<file path="config.mk">
export PLATFORM = sky130hd
export DESIGN_NAME = fir_filter_with_power_output_flat
export DESIGN_NICKNAME = d
export VERILOG_FILES = /design/src/rtl/firpow_pkg.sv /design/src/rtl/firpow_if.sv /design/src/rtl/firpow_ram.sv /design/src/rtl/firpow_mac.sv /design/src/rtl/firpow_sqr.sv /design/src/rtl/fir_filter_with_power_output.sv /design/src/flat_wrapper.sv
export SDC_FILE = /design/constraint.sdc
export NUM_CORES = 2
export LEC_CHECK = 0
export BUFFER_PORTS_ARGS = -buffer_cell sky130_fd_sc_hd__buf_2
export CAP_MARGIN = 30
export CELL_PAD_IN_SITES_DETAIL_PLACEMENT = 1
export CELL_PAD_IN_SITES_GLOBAL_PLACEMENT = 1
export CORE_ASPECT_RATIO = 0.7
export CORE_UTILIZATION = 40
export DETAILED_ROUTE_END_ITERATION = 8
export PLACE_DENSITY = 0.64
export SLEW_MARGIN = 20
export SYNTH_ARGS = -nofsm -noshare
export SYNTH_HDL_FRONTEND = slang
export SYNTH_HIERARCHICAL = 1
export SYNTH_SLANG_ARGS = --single-unit
</file>
<file path="constraint.sdc">
create_clock -name clk -period 10.2 [get_ports clk]
set_input_delay 1.02 -clock clk [delete_from_list [all_inputs] [get_ports clk]]
set_output_delay 1.02 -clock clk [all_outputs]
set_load 0.05 [all_outputs]
</file>
<file path="src/rtl/firpow_pkg.sv">
// Shared types and fixed widths for the FIR filter with power output.
// No dependencies; compile first.
package firpow_pkg;

  localparam int SAMPLE_W  = 12;
  localparam int COEF_W    = 16;
  localparam int IDX_W     = 5;
  localparam int FILT_W    = 18;
  localparam int POWER_W   = 32;
  localparam int MAG_W     = 18;
  localparam int FRAC_BITS = 15;
  // 13-bit signed sample times 16-bit signed coefficient
  localparam int PROD_W    = SAMPLE_W + 1 + COEF_W;
  localparam int FILT_MAX  = 131071;
  localparam int FILT_MIN  = -131072;

  localparam logic MODE_FILTER = 1'b0;
  localparam logic MODE_COEF   = 1'b1;

  typedef struct packed {
    logic load;   // accepted sample transaction: shift in and start the MAC pass
    logic wr_en;  // accepted coefficient transaction
  } mac_ctl_t;

endpackage

</file>
<file path="src/rtl/firpow_if.sv">
// Valid/ready channel interfaces for the sample/coefficient input and the result output.
// Depends on firpow_pkg.
interface firpow_in_if;
  import firpow_pkg::*;
  logic                     valid;
  logic                     ready;
  logic                     mode;
  logic [SAMPLE_W-1:0]      sample;
  logic [IDX_W-1:0]         coef_index;
  logic signed [COEF_W-1:0] coef_value;

  modport source (output valid, mode, sample, coef_index, coef_value, input ready);
  modport sink   (input valid, mode, sample, coef_index, coef_value, output ready);
endinterface

interface firpow_out_if;
  import firpow_pkg::*;
  logic                     valid;
  logic                     ready;
  logic signed [FILT_W-1:0] filtered;
  logic [POWER_W-1:0]       power;
  logic                     power_saturated;

  modport source (output valid, filtered, power, power_saturated, input ready);
  modport sink   (input valid, filtered, power, power_saturated, output ready);
endinterface

</file>
<file path="src/rtl/firpow_ram.sv">
// Generic single-write, single-read RAM with registered read data.
// No dependencies.
module firpow_ram #(
  parameter int WIDTH = 16,
  parameter int DEPTH = 32
) (
  input  logic                     clk,
  input  logic                     we,
  input  logic [$clog2(DEPTH)-1:0] waddr,
  input  logic [WIDTH-1:0]         wdata,
  input  logic [$clog2(DEPTH)-1:0] raddr,
  output logic [WIDTH-1:0]         rdata
);

  logic [WIDTH-1:0] mem_r [DEPTH];
  logic [WIDTH-1:0] rdata_r;

  always_ff @(posedge clk) begin
    if (we) begin
      mem_r[waddr] <= wdata;
    end
    rdata_r <= mem_r[raddr];
  end

  assign rdata = rdata_r;

endmodule

</file>
<file path="src/rtl/firpow_mac.sv">
// Delay line, coefficient store and the shared tap-serial multiply-accumulate.
// Depends on firpow_pkg and firpow_ram.
module firpow_mac #(
  parameter int HIGHEST_TAP = 31
) (
  input  logic                                clk,
  input  logic                                rst_n,
  input  firpow_pkg::mac_ctl_t                ctl,
  input  logic [firpow_pkg::SAMPLE_W-1:0]     sample,
  input  logic [firpow_pkg::IDX_W-1:0]        coef_index,
  input  logic signed [firpow_pkg::COEF_W-1:0] coef_value,
  output logic                                done,
  output logic signed [firpow_pkg::PROD_W+$clog2(HIGHEST_TAP+1)-1:0] acc
);
  import firpow_pkg::*;

  localparam int TAP_COUNT = HIGHEST_TAP + 1;
  localparam int TAP_W     = $clog2(TAP_COUNT);
  localparam int ACC_W     = PROD_W + TAP_W;
  localparam int XIDX_W    = TAP_W + IDX_W;
  localparam logic [TAP_W-1:0] LAST_TAP = TAP_W'(HIGHEST_TAP);

  logic [SAMPLE_W-1:0]      dl_r [TAP_COUNT];
  logic [TAP_COUNT-1:0]     cv_r;
  logic                     cv_q_r;
  logic                     run_r;
  logic                     drain_r;
  logic                     done_r;
  logic [TAP_W-1:0]         cnt_r;
  logic signed [PROD_W-1:0] prod_r;
  logic signed [ACC_W-1:0]  acc_r;

  logic [XIDX_W-1:0]        idx_ext;
  logic                     idx_ok;
  logic                     wr_en;
  logic [TAP_W-1:0]         raddr;
  logic [COEF_W-1:0]        rdata;
  logic signed [COEF_W-1:0] coef_eff;
  logic signed [PROD_W-1:0] mult;

  assign idx_ext = {{TAP_W{1'b0}}, coef_index};
  assign idx_ok  = idx_ext < XIDX_W'(TAP_COUNT);
  assign wr_en   = ctl.wr_en && idx_ok;
  // next tap's coefficient is fetched ahead through the registered read; tap 0 while idle
  assign raddr   = (run_r && cnt_r != LAST_TAP) ? cnt_r + 1'b1 : '0;

  firpow_ram #(
    .WIDTH (COEF_W),
    .DEPTH (TAP_COUNT)
  ) u_coef_ram (
    .clk   (clk),
    .we    (wr_en),
    .waddr (idx_ext[TAP_W-1:0]),
    .wdata (coef_value),
    .raddr (raddr),
    .rdata (rdata)
  );

  // unwritten entries read as zero
  assign coef_eff = cv_q_r ? $signed(rdata) : '0;
  assign mult     = $signed({1'b0, dl_r[0]}) * coef_eff;

  // delay line: shift on a new sample, rotate one tap per cycle during the pass
  always_ff @(posedge clk) begin
    if (!rst_n) begin
      for (int k = 0; k < TAP_COUNT; k++) dl_r[k] <= '0;
    end else if (ctl.load) begin
      dl_r[0] <= sample;
      for (int k = 1; k < TAP_COUNT; k++) dl_r[k] <= dl_r[k-1];
    end else if (run_r) begin
      for (int k = 0; k < TAP_COUNT - 1; k++) dl_r[k] <= dl_r[k+1];
      dl_r[TAP_COUNT-1] <= dl_r[0];
    end
  end

  always_ff @(posedge clk) begin
    if (!rst_n) begin
      cv_r    <= '0;
      cv_q_r  <= 1'b0;
      run_r   <= 1'b0;
      drain_r <= 1'b0;
      done_r  <= 1'b0;
      cnt_r   <= '0;
    end else begin
      if (wr_en) begin
        cv_r[idx_ext[TAP_W-1:0]] <= 1'b1;
      end
      cv_q_r  <= cv_r[raddr];
      done_r  <= drain_r;
      drain_r <= 1'b0;
      if (ctl.load) begin
        run_r <= 1'b1;
        cnt_r <= '0;
      end else if (run_r) begin
        if (cnt_r == LAST_TAP) begin
          run_r   <= 1'b0;
          drain_r <= 1'b1;
        end else begin
          cnt_r <= cnt_r + 1'b1;
        end
      end
    end
  end

  always_ff @(posedge clk) begin
    if (ctl.load) begin
      prod_r <= '0;
      acc_r  <= '0;
    end else if (run_r || drain_r) begin
      prod_r <= mult;
      acc_r  <= acc_r + ACC_W'(prod_r);
    end
  end

  assign done = done_r;
  assign acc  = acc_r;

endmodule

</file>
<file path="src/rtl/firpow_sqr.sv">
// Bit-serial squarer with 32-bit saturation: one multiplier bit per cycle.
// Depends on firpow_pkg.
module firpow_sqr (
  input  logic                           clk,
  input  logic                           rst_n,
  input  logic                           start,
  input  logic [firpow_pkg::MAG_W-1:0]   mag,
  output logic                           done,
  output logic [firpow_pkg::POWER_W-1:0] power,
  output logic                           power_sat
);
  import firpow_pkg::*;

  localparam int CNT_W = $clog2(MAG_W);
  localparam int LOW_HI = POWER_W - MAG_W;
  localparam logic [CNT_W-1:0] LAST_STEP = CNT_W'(MAG_W - 1);

  logic             busy_r;
  logic             done_r;
  logic [CNT_W-1:0] cnt_r;
  logic [MAG_W-1:0] mcand_r;
  logic [MAG_W-1:0] hi_r;
  logic [MAG_W-1:0] lo_r;
  logic [MAG_W:0]   sum;

  assign sum = {1'b0, hi_r} + (lo_r[0] ? {1'b0, mcand_r} : '0);

  always_ff @(posedge clk) begin
    if (!rst_n) begin
      busy_r <= 1'b0;
      done_r <= 1'b0;
      cnt_r  <= '0;
    end else begin
      done_r <= 1'b0;
      if (start) begin
        busy_r <= 1'b1;
        cnt_r  <= '0;
      end else if (busy_r) begin
        if (cnt_r == LAST_STEP) begin
          busy_r <= 1'b0;
          done_r <= 1'b1;
        end else begin
          cnt_r <= cnt_r + 1'b1;
        end
      end
    end
  end

  always_ff @(posedge clk) begin
    if (start) begin
      mcand_r <= mag;
      lo_r    <= mag;
      hi_r    <= '0;
    end else if (busy_r) begin
      hi_r <= sum[MAG_W:1];
      lo_r <= {sum[0], lo_r[MAG_W-1:1]};
    end
  end

  assign done      = done_r;
  assign power_sat = |hi_r[MAG_W-1:LOW_HI];
  assign power     = power_sat ? '1 : {hi_r[LOW_HI-1:0], lo_r};

endmodule

</file>
<file path="src/rtl/fir_filter_with_power_output.sv">
// Direct-form FIR filter over unsigned 12-bit samples with a power output.
// A mode 0 transaction shifts its sample into a HIGHEST_TAP+1 tap delay line
// (newest at tap 0, cleared at reset) and yields one result: the full-precision
// sum of tap times signed Q1.15 coefficient, floored by 2^15 and clamped to 18
// bits, plus its square clamped to 32 bits with a flag. A mode 1 transaction
// writes one coefficient (indexes past the last tap are dropped) and yields
// nothing; coefficients read as zero until written. Once a sample is accepted,
// no further transaction is taken until its result reaches the output stage:
// one shared multiply-accumulate visits one tap per cycle, then a bit-serial
// squarer works through the 18-bit magnitude. The finished result sits in an
// output register, so a new transaction is taken while it waits for the sink.
// Depends on firpow_pkg, firpow_if, firpow_ram, firpow_mac, firpow_sqr.
module fir_filter_with_power_output #(
  parameter int HIGHEST_TAP = 31
) (
  input  logic         clk,
  input  logic         rst_n,
  firpow_in_if.sink    in_chan,
  firpow_out_if.source out_chan
);
  import firpow_pkg::*;

  localparam int TAP_W = $clog2(HIGHEST_TAP + 1);
  localparam int ACC_W = PROD_W + TAP_W;
  localparam int CMP_W = (ACC_W > FILT_W) ? ACC_W : FILT_W;
  localparam logic signed [CMP_W-1:0] FMAX_C = CMP_W'(FILT_MAX);
  localparam logic signed [CMP_W-1:0] FMIN_C = CMP_W'(FILT_MIN);

  // controller states
  localparam logic [2:0] ST_IDLE = 3'd0;  // taking transactions
  localparam logic [2:0] ST_MAC  = 3'd1;  // tap pass running
  localparam logic [2:0] ST_FILT = 3'd2;  // scale and clamp the sum
  localparam logic [2:0] ST_SQST = 3'd3;  // kick the squarer
  localparam logic [2:0] ST_SQW  = 3'd4;  // squarer running
  localparam logic [2:0] ST_DONE = 3'd5;  // wait for a free output register

  logic [2:0]               state_r, state_nxt;
  logic signed [FILT_W-1:0] filt_r, filt_nxt;
  logic                     out_valid_r;
  logic signed [FILT_W-1:0] out_filt_r;
  logic [POWER_W-1:0]       out_pow_r;
  logic                     out_sat_r;

  logic                     in_fire;
  logic                     out_free;
  logic                     load_out;
  mac_ctl_t                 mac_ctl;
  logic                     mac_done;
  logic signed [ACC_W-1:0]  acc;
  logic signed [CMP_W-1:0]  scaled;
  logic [MAG_W-1:0]         mag;
  logic                     sq_start;
  logic                     sq_done;
  logic [POWER_W-1:0]       sq_power;
  logic                     sq_sat;

  assign in_chan.ready = (state_r == ST_IDLE);
  assign in_fire       = in_chan.valid && in_chan.ready;
  assign mac_ctl.load  = in_fire && (in_chan.mode == MODE_FILTER);
  assign mac_ctl.wr_en = in_fire && (in_chan.mode == MODE_COEF);

  firpow_mac #(
    .HIGHEST_TAP (HIGHEST_TAP)
  ) u_mac (
    .clk        (clk),
    .rst_n      (rst_n),
    .ctl        (mac_ctl),
    .sample     (in_chan.sample),
    .coef_index (in_chan.coef_index),
    .coef_value (in_chan.coef_value),
    .done       (mac_done),
    .acc        (acc)
  );

  // arithmetic shift gives floor; clamp only bites with long filters
  assign scaled = CMP_W'(acc >>> FRAC_BITS);

  always_comb begin
    if (scaled > FMAX_C) begin
      filt_nxt = FILT_W'(FMAX_C);
    end else if (scaled < FMIN_C) begin
      filt_nxt = FILT_W'(FMIN_C);
    end else begin
      filt_nxt = scaled[FILT_W-1:0];
    end
  end

  // magnitude of -2^17 still fits in 18 unsigned bits
  assign mag      = filt_r[FILT_W-1] ? MAG_W'(-filt_r) : MAG_W'(filt_r);
  assign sq_start = (state_r == ST_SQST);

  firpow_sqr u_sqr (
    .clk       (clk),
    .rst_n     (rst_n),
    .start     (sq_start),
    .mag       (mag),
    .done      (sq_done),
    .power     (sq_power),
    .power_sat (sq_sat)
  );

  assign out_free = !out_valid_r || out_chan.ready;
  assign load_out = (state_r == ST_DONE) && out_free;

  always_comb begin
    state_nxt = state_r;
    case (state_r)
      ST_IDLE: begin
        if (mac_ctl.load) begin
          state_nxt = ST_MAC;
        end
      end
      ST_MAC: begin
        if (mac_done) begin
          state_nxt = ST_FILT;
        end
      end
      ST_FILT: state_nxt = ST_SQST;
      ST_SQST: state_nxt = ST_SQW;
      ST_SQW: begin
        if (sq_done) begin
          state_nxt = ST_DONE;
        end
      end
      ST_DONE: begin
        if (out_free) begin
          state_nxt = ST_IDLE;
        end
      end
      default: state_nxt = ST_IDLE;
    endcase
  end

  always_ff @(posedge clk) begin
    if (!rst_n) begin
      state_r     <= ST_IDLE;
      out_valid_r <= 1'b0;
    end else begin
      state_r <= state_nxt;
      if (load_out) begin
        out_valid_r <= 1'b1;
      end else if (out_chan.ready) begin
        out_valid_r <= 1'b0;
      end
    end
  end

  always_ff @(posedge clk) begin
    if (state_r == ST_FILT) begin
      filt_r <= filt_nxt;
    end
    if (load_out) begin
      out_filt_r <= filt_r;
      out_pow_r  <= sq_power;
      out_sat_r  <= sq_sat;
    end
  end

  assign out_chan.valid           = out_valid_r;
  assign out_chan.filtered        = out_filt_r;
  assign out_chan.power           = out_pow_r;
  assign out_chan.power_saturated = out_sat_r;

`ifndef ASSERT_OFF
  // a result only appears after the full sample pipeline has finished
  a_result_src: assert property (@(posedge clk) disable iff (!rst_n)
    $rose(out_valid_r) |-> $past(state_r) == ST_DONE)
    else $error("result raised outside DONE");

  // a coefficient transaction never starts a pass
  a_coef_quiet: assert property (@(posedge clk) disable iff (!rst_n)
    mac_ctl.wr_en |=> state_r == ST_IDLE)
    else $error("coefficient write left IDLE");

  // the tap pass only completes while the controller waits for it
  a_mac_align: assert property (@(posedge clk) disable iff (!rst_n)
    mac_done |-> state_r == ST_MAC)
    else $error("MAC finished out of step");

  // clamp flag and clamped power agree
  a_sat_ones: assert property (@(posedge clk) disable iff (!rst_n)
    out_valid_r && out_sat_r |-> &out_pow_r)
    else $error("saturated power not all ones");

  // zero output implies zero power
  a_zero_pow: assert property (@(posedge clk) disable iff (!rst_n)
    out_valid_r && out_filt_r == '0 |-> out_pow_r == '0 && !out_sat_r)
    else $error("nonzero power for zero output");
`endif

endmodule
</file>
<file path="src/flat_wrapper.sv">
// flat-port wrapper written by rule: the top's interface ports become plain ports
module fir_filter_with_power_output_flat import firpow_pkg::*;
#(
  parameter int HIGHEST_TAP = 31
)
  (clk, rst_n, in_chan_valid, in_chan_mode, in_chan_sample, in_chan_coef_index, in_chan_coef_value, in_chan_ready, out_chan_valid, out_chan_filtered, out_chan_power, out_chan_power_saturated, out_chan_ready);
  firpow_in_if in_chan_i ();
  firpow_out_if out_chan_i ();
  input  logic clk;
  input  logic rst_n;
  input wire logic [$bits(in_chan_i.valid)-1:0] in_chan_valid;
  input wire logic [$bits(in_chan_i.mode)-1:0] in_chan_mode;
  input wire logic [$bits(in_chan_i.sample)-1:0] in_chan_sample;
  input wire logic [$bits(in_chan_i.coef_index)-1:0] in_chan_coef_index;
  input wire logic [$bits(in_chan_i.coef_value)-1:0] in_chan_coef_value;
  output wire logic [$bits(in_chan_i.ready)-1:0] in_chan_ready;
  output wire logic [$bits(out_chan_i.valid)-1:0] out_chan_valid;
  output wire logic [$bits(out_chan_i.filtered)-1:0] out_chan_filtered;
  output wire logic [$bits(out_chan_i.power)-1:0] out_chan_power;
  output wire logic [$bits(out_chan_i.power_saturated)-1:0] out_chan_power_saturated;
  input wire logic [$bits(out_chan_i.ready)-1:0] out_chan_ready;
  assign in_chan_i.valid = in_chan_valid;
  assign in_chan_i.mode = in_chan_mode;
  assign in_chan_i.sample = in_chan_sample;
  assign in_chan_i.coef_index = in_chan_coef_index;
  assign in_chan_i.coef_value = in_chan_coef_value;
  assign in_chan_ready = in_chan_i.ready;
  assign out_chan_valid = out_chan_i.valid;
  assign out_chan_filtered = out_chan_i.filtered;
  assign out_chan_power = out_chan_i.power;
  assign out_chan_power_saturated = out_chan_i.power_saturated;
  assign out_chan_i.ready = out_chan_ready;
  fir_filter_with_power_output #(.HIGHEST_TAP(HIGHEST_TAP)) u_core (.clk(clk), .rst_n(rst_n), .in_chan(in_chan_i), .out_chan(out_chan_i));
endmodule
</file>
[Yosys cells after proc, flatten, opt, wreduce, memory -nomap -nowiden]
Memories as Yosys holds them, arrays and structs flattened. A register that Yosys moved wholly into a read port is not among the register bits.
Index checks and enable logic that the tools add are counted.
Storage, ports and cells
  bits in read-only memories: 0
  latch bits: 0
  register bits: 238
  memories: 2
  logic and storage cells: 238
  input bits: 38
  bits in writable memories: 896
  output and inout port bits: 53
Operators by class
  shift-type cells: 0
  bitwise logic cells: 71
  divide/modulo/power cells: 0
  order comparisons: 6
  equal/unequal tests: 12
  reductions and logical operators: 21
  multiplexer cells: 100
  add/subtract/negate cells: 5
  multipliers: 1
Memories
  u_core.u_mac.u_coef_ram.mem_r: depth 32, width 16, rd ports 1, clocked after Yosys merged registers in 1, write ports 1, line firpow_ram.sv:15  | logic [WIDTH-1:0] mem_r [DEPTH];
  u_core.u_mac.dl_r: depth 32, width 12, rd ports 32, clocked after Yosys merged registers in 0, write ports 32, line firpow_mac.sv:23  | logic [SAMPLE_W-1:0] dl_r [TAP_COUNT];
Operator list (number)
  $mux 12: 64
  $mux 18: 5
  $or 1x1->1: 64
  $add 34x29->34: 1
  $or 32x32->32: 1
  $mul 13x16->29: 1
  $mux 1: 22
  $add 18x19->19: 1
  $gt 19x18->1 const B: 1
  $lt 19x18->1 const B: 1
  $lt 5x6->1 const B: 3
  $neg 18->18: 1
  $pmux 3 s6: 1
  $mux 16: 1
  $mux 3: 4
  $add 5x1->5 const B: 2
  $eq 5x5->1 const B: 2
  $logic_and 1x1->1: 7
  $eq 3x2->1 const B: 2
  $eq 3x3->1 const B: 2
  $ne 2x2->1 const B: 3
  $not 1->1: 6
  $reduce_or 3->1: 2
  $bmux 1 s5: 1
  other kinds (14): 18

[Longest topological paths before layout]
  depth in word-level cells: 8
  mapped depth: 23
  gate-level depth less buffers: 21

[Modules after synthesis]
Netlist, hierarchy kept.
By module, submodules not included
  firpow_mac: cells each 2441, seq. area each 13613.1 um^2, times used 1, area an instance 28478.6 um^2
  firpow_ram: cells each 1143, seq. area each 15695.1 um^2, times used 1, area an instance 20534.7 um^2
  firpow_sqr: cells each 337, seq. area each 1581.5 um^2, times used 1, area an instance 3460.8 um^2
  fir_filter_with_power_output: cells each 209, seq. area each 2152.1 um^2, times used 1, area an instance 3002.9 um^2

[Worst setup path before layout]
OpenSTA, ideal clock, no wires.
  kind: input to register
  from: in in_chan_valid
  to: mem u_core.u_mac.dl_r[8][4] (netlist: u_core/u_mac/dl_r[0][100]), enable pin
  path buffers: 2
  setup time: 1909 ps
  stages on the path: 6
  data required time: 8291 ps
  slack: 2663 ps
  data arrival time: 5628 ps
  cells stage by stage: nand2_1 nor2_1 inv_1 buf_4 clkbuf_1 nand3_1
RTL lines
  start, declared: line flat_wrapper.sv:11  | input wire logic [$bits(in_chan_i.valid)-1:0] in_chan_valid;
  end, declared: line firpow_mac.sv:23

[Final worst setup path]
  from: reg u_core.u_mac.cv_q_r
  to: reg u_core.u_mac.prod_r[26]
On the way
  longest elaborated chain between the ends: 2
Ends and longest elaborated chain
  start, declared: line firpow_mac.sv:25  | logic cv_q_r;
  start signal, assigned: line firpow_mac.sv:88  | cv_q_r <= cv_r[raddr];
  $mux 16: line firpow_mac.sv:60  | assign coef_eff = cv_q_r ? $signed(rdata) : '0;
  $mul 13x16->29: line firpow_mac.sv:61  | assign mult = $signed({1'b0, dl_r[0]}) * coef_eff;
  end signal, assigned: line firpow_mac.sv:110  | prod_r <= mult;
  end, declared: line firpow_mac.sv:30  | logic signed [PROD_W-1:0] prod_r;
No other way between the ends.
A chain may end at the register's enable or synchronous reset.

==> reports/qor.yml <==
via_per_inst: 5.49
crit_cells: 20
cts_tree: "done"
startpoint_type: "register"
synth_area_mm2: 0.0555
yosysMostFrequentCell: "edfxtp_1"
period_share_pct: 69.7
hold_ws_ns: 0.463
drtIter0Drc: 2419
overflow: 0
dpl.hpwl_mm: 83.7
ys_seq_elements: 1150
final_nets: 4499
cts_buffers: 113
avgSynthCellArea_um2: 13.4
worst_pin_slew_ns: 1.39
critical_path_class: "reg2reg"
power.leakage_nw: 23.0
core_mm2: 0.137
crit_top_cell: "fa_1"
die_w_um: 447
grt_max_degree: 224
synth_edf_count: 1001
port-buffer-count: 90
maxSlewViolCount: 0
r2r_end: "u_core/u_mac/prod_r[26]"
cpPeakStageDelay_ns: 0.78
clkTransAtPathRegs_ns: 0.06
ys_async_sr_fraction_pct: 0
synth_area_leaders: "edfxtp_1, a22o_1, fa_1"
worstPathArrival_ns: 7.67
via_count: 33500
cts_root_buf: "clkbuf_16"
fin_skew_ns: 0.0758
synth_fp_nets: 4471
r2r-start: "u_core/u_mac/cv_q_r"
reg2reg_depth: 20
r2r_slack_ns: 3.09
syn_inst: 4130
crit_buf_inv: 4
cts.sinks: 1150
grt_pass1_wl_mm: 207
htreeDepth: 3
outcome: "finished, final reports clean"
p_per_area_mw_per_mm2: 171
period_needed_ns: 7.11
cp-end-kind: "register"
vdd_ir_drop_max_uv: 148
grt_pass1_vias: 33700
num_rows: 113
min_path_type: "reg2reg"
grt_use_total_pct: 18.9
setup_viol: 0
crit_slowest_cell: "dfxtp_2"
drt_pass1_iterations: 7
cp_max_fo: 59
die_h_um: 314
num_io_pins: 91
synth_top_cell_by_area: "edfxtp_1"
start_util_pct: 40.6
yosys_warnings: 6
synth_cell_types: 104
maxCapViolCount: 0
fin_setup_tns_ns: 0
path_cells: "buf_4, and2_1, nand2_1, fa_1, inv_1, fa_1, fa_1, fa_1, inv_1, fa_1, inv_1, ha_1, a21o_1, a21oi_1, or2b_1, or4b_1, nand2_1, o2111a_2, xor2_1, o21ai_1"
antenna_found_initial: 5
wirelength_mm: 134
wl_per_cell_um: 22.0
die-area_mm2: 0.140
clkLatencyLatePin_ns: 0.77
timing.slew.headroom_pct: 7.48
clock.fmax_mhz: 141
synthToLayoutAreaGrowth_pct: 11.0
startpoint: "u_core/u_mac/cv_q_r"
ant_nets: 0
synthFlopType: "edfxtp_1"
cp.required_ns: 10.77
gp_congestion: 0.798
yosys-top-cells-count: "edfxtp_1, a22o_1, inv_1, nand2_1, mux2i_1"
drive_above_1_share_pct: 9.84
drc: 0
cts_setup_buffers: 0
crit_path_end: "u_core/u_mac/prod_r[26]"
ctsResizeCount: 0
rsz0062_at_grt: "false"
stdcell_area_mm2: 0.0616
netlist.area_leader.share_pct: 54.2
final_util_pct: 45.1
hold_viol_final: 0
cts.path.max_buffers: 3
synth-seq-area-share_pct: 59.6
hold_buffers: 0
place_area_mm2: 0.0577
path_delay_family: "adder cells"
==> cell families (layout without fill, tap and decap cells) <==
logic type / after synthesis / count (layout) / share of synthesized area [%]
buffers and inverters: 544 / 670 / 4.27
and+or+nand+nor: 857 / 857 / 7.73
muxes: 290 / 290 / 5.32
adders and majority gates: 303 / 303 / 9.27
xor gates and xnor gates: 74 / 74 / 1.17
AOI/OAI and AO/OA: 912 / 912 / 12.7
other: 0 / 1 / 0
DFF: 1150 / 1150 / 59.6
==> sequential cells by signal (all words and copies together) (netlist names), 29 cells and up <==
| register | flops |
|---|---|
| u_core/u_mac/prod_r | 29 |
| u_core/u_mac/acc | 34 |
| u_core/u_mac/cv_r | 32 |
| u_core/out_chan.power | 32 |
| u_core/u_mac/dl_r | 384 |
| u_core/u_mac/u_coef_ram/mem_r | 512 |
==> cells in the final DEF, fill, tap and decap left out, types with 9 or more instances in the layout <==
master / Yosys / layout
a21o_1: 35 / 35
inv_1: 284 / 284
o21a_1: 33 / 33
clkbuf_16: 0 / 113
nand4_1: 26 / 26
buf_2: 23 / 90
nand2b_1: 43 / 43
nor2_1: 142 / 138
o21ai_0: 55 / 55
a22o_1: 417 / 417
nand3_1: 74 / 71
a22oi_1: 65 / 65
nor3_1: 38 / 38
or3_1: 12 / 12
edfxtp_1: 1001 / 1001
o211ai_1: 9 / 9
a31oi_1: 29 / 29
a21oi_1: 152 / 152
mux2i_1: 269 / 269
bufinv_16: 0 / 12
mux2_2: 18 / 18
fa_1: 180 / 180
and3_1: 102 / 101
nor2b_1: 31 / 29
clkbuf_1: 178 / 27
xnor2_1: 53 / 53
buf_4: 23 / 71
nand2_1: 284 / 284
nand3b_1: 11 / 11
o21ai_1: 12 / 12
a211oi_1: 21 / 21
clkinv_2: 0 / 11
clkinv_1: 0 / 26
dfxtp_1: 149 / 148
ha_1: 123 / 123
xor2_1: 21 / 21
and2_1: 38 / 36
==> metrics by stage <==
stage | worst slack, ns | power, mW | cells
after global routing | 2.62 | 10.9 | 6097
after CTS | 3.07 | 10.6 | 6093
after global placement | 3.34 | 6.29 | 5876
final | 3.09 | 10.5 | 6097
after detailed placement | 3.13 | 6.32 | 5880
after floorplan | 2.66 | 6.08 | 4130
==> worst min path at each step <==
stage / start / endpoint / slack [ns] / depth (start not counted)
2_1_floorplan: u_core/filt_r[17] / u_core/out_chan.filtered[17] / 0.42 / 0
3_5_place_dp: u_core/u_mac/cv_r[26] / u_core/u_mac/cv_r[26] / 0.45 / 1
3_3_place_gp: u_core/u_mac/acc[4] / u_core/u_mac/acc[4] / 0.44 / 2
5_1_grt: u_core/u_mac/cv_r[14] / u_core/u_mac/cv_r[14] / 0.48 / 1
4_1_cts: u_core/u_mac/prod_r[0] / u_core/u_mac/prod_r[0] / 0.46 / 2
6_report: u_core/u_mac/prod_r[10] / u_core/u_mac/prod_r[10] / 0.46 / 2
==> area by class of cell <==
cell class                 instances  area [um^2]
multi-input combinational       2436        20200
inverter                         286         1070
antenna                            1         2.50
timing repair buffer             171         1190
clock buffer                     143         2970
clock inverter                    70          806
sequential                      1150        33000
tap                             1840         2300
fill                           13800        75000
==> where the power goes <==
part	total, mW	internal, mW	switching (mW)
sequential	5.54	5.37	0.168
clock	4.28	2.39	1.89
combinational	0.681	0.251	0.430
==> worst reg2reg max path, stage by stage, from the launching register on <==
cell	delay, ns
dfxtp_2	0.78
buf_4	0.54
and2_1	0.45
nand2_1	0.21
fa_1	0.63
inv_1	0.12
fa_1	0.49
fa_1	0.52
fa_1	0.50
inv_1	0.05
fa_1	0.47
inv_1	0.04
ha_1	0.35
a21o_1	0.20
a21oi_1	0.22
or2b_1	0.25
or4b_1	0.54
nand2_1	0.10
o2111a_2	0.25
xor2_1	0.16
o21ai_1	0.07
==> per-layer routing <==
| metal | part of all wire [%] | up-vias | GRT usage, % |
|---|---|---|---|
| met5 | 0.0097 | - | 0 |
| met1 | 51 | 17300 | 29.7 |
| met2 | 42 | 630 | 26.8 |
| met4 | 1.6 | 2 | 3.77 |
| li1 | - | 15500 | - |
| met3 | 5.2 | 142 | 3.87 |
(Power assumes the default switching activity.)
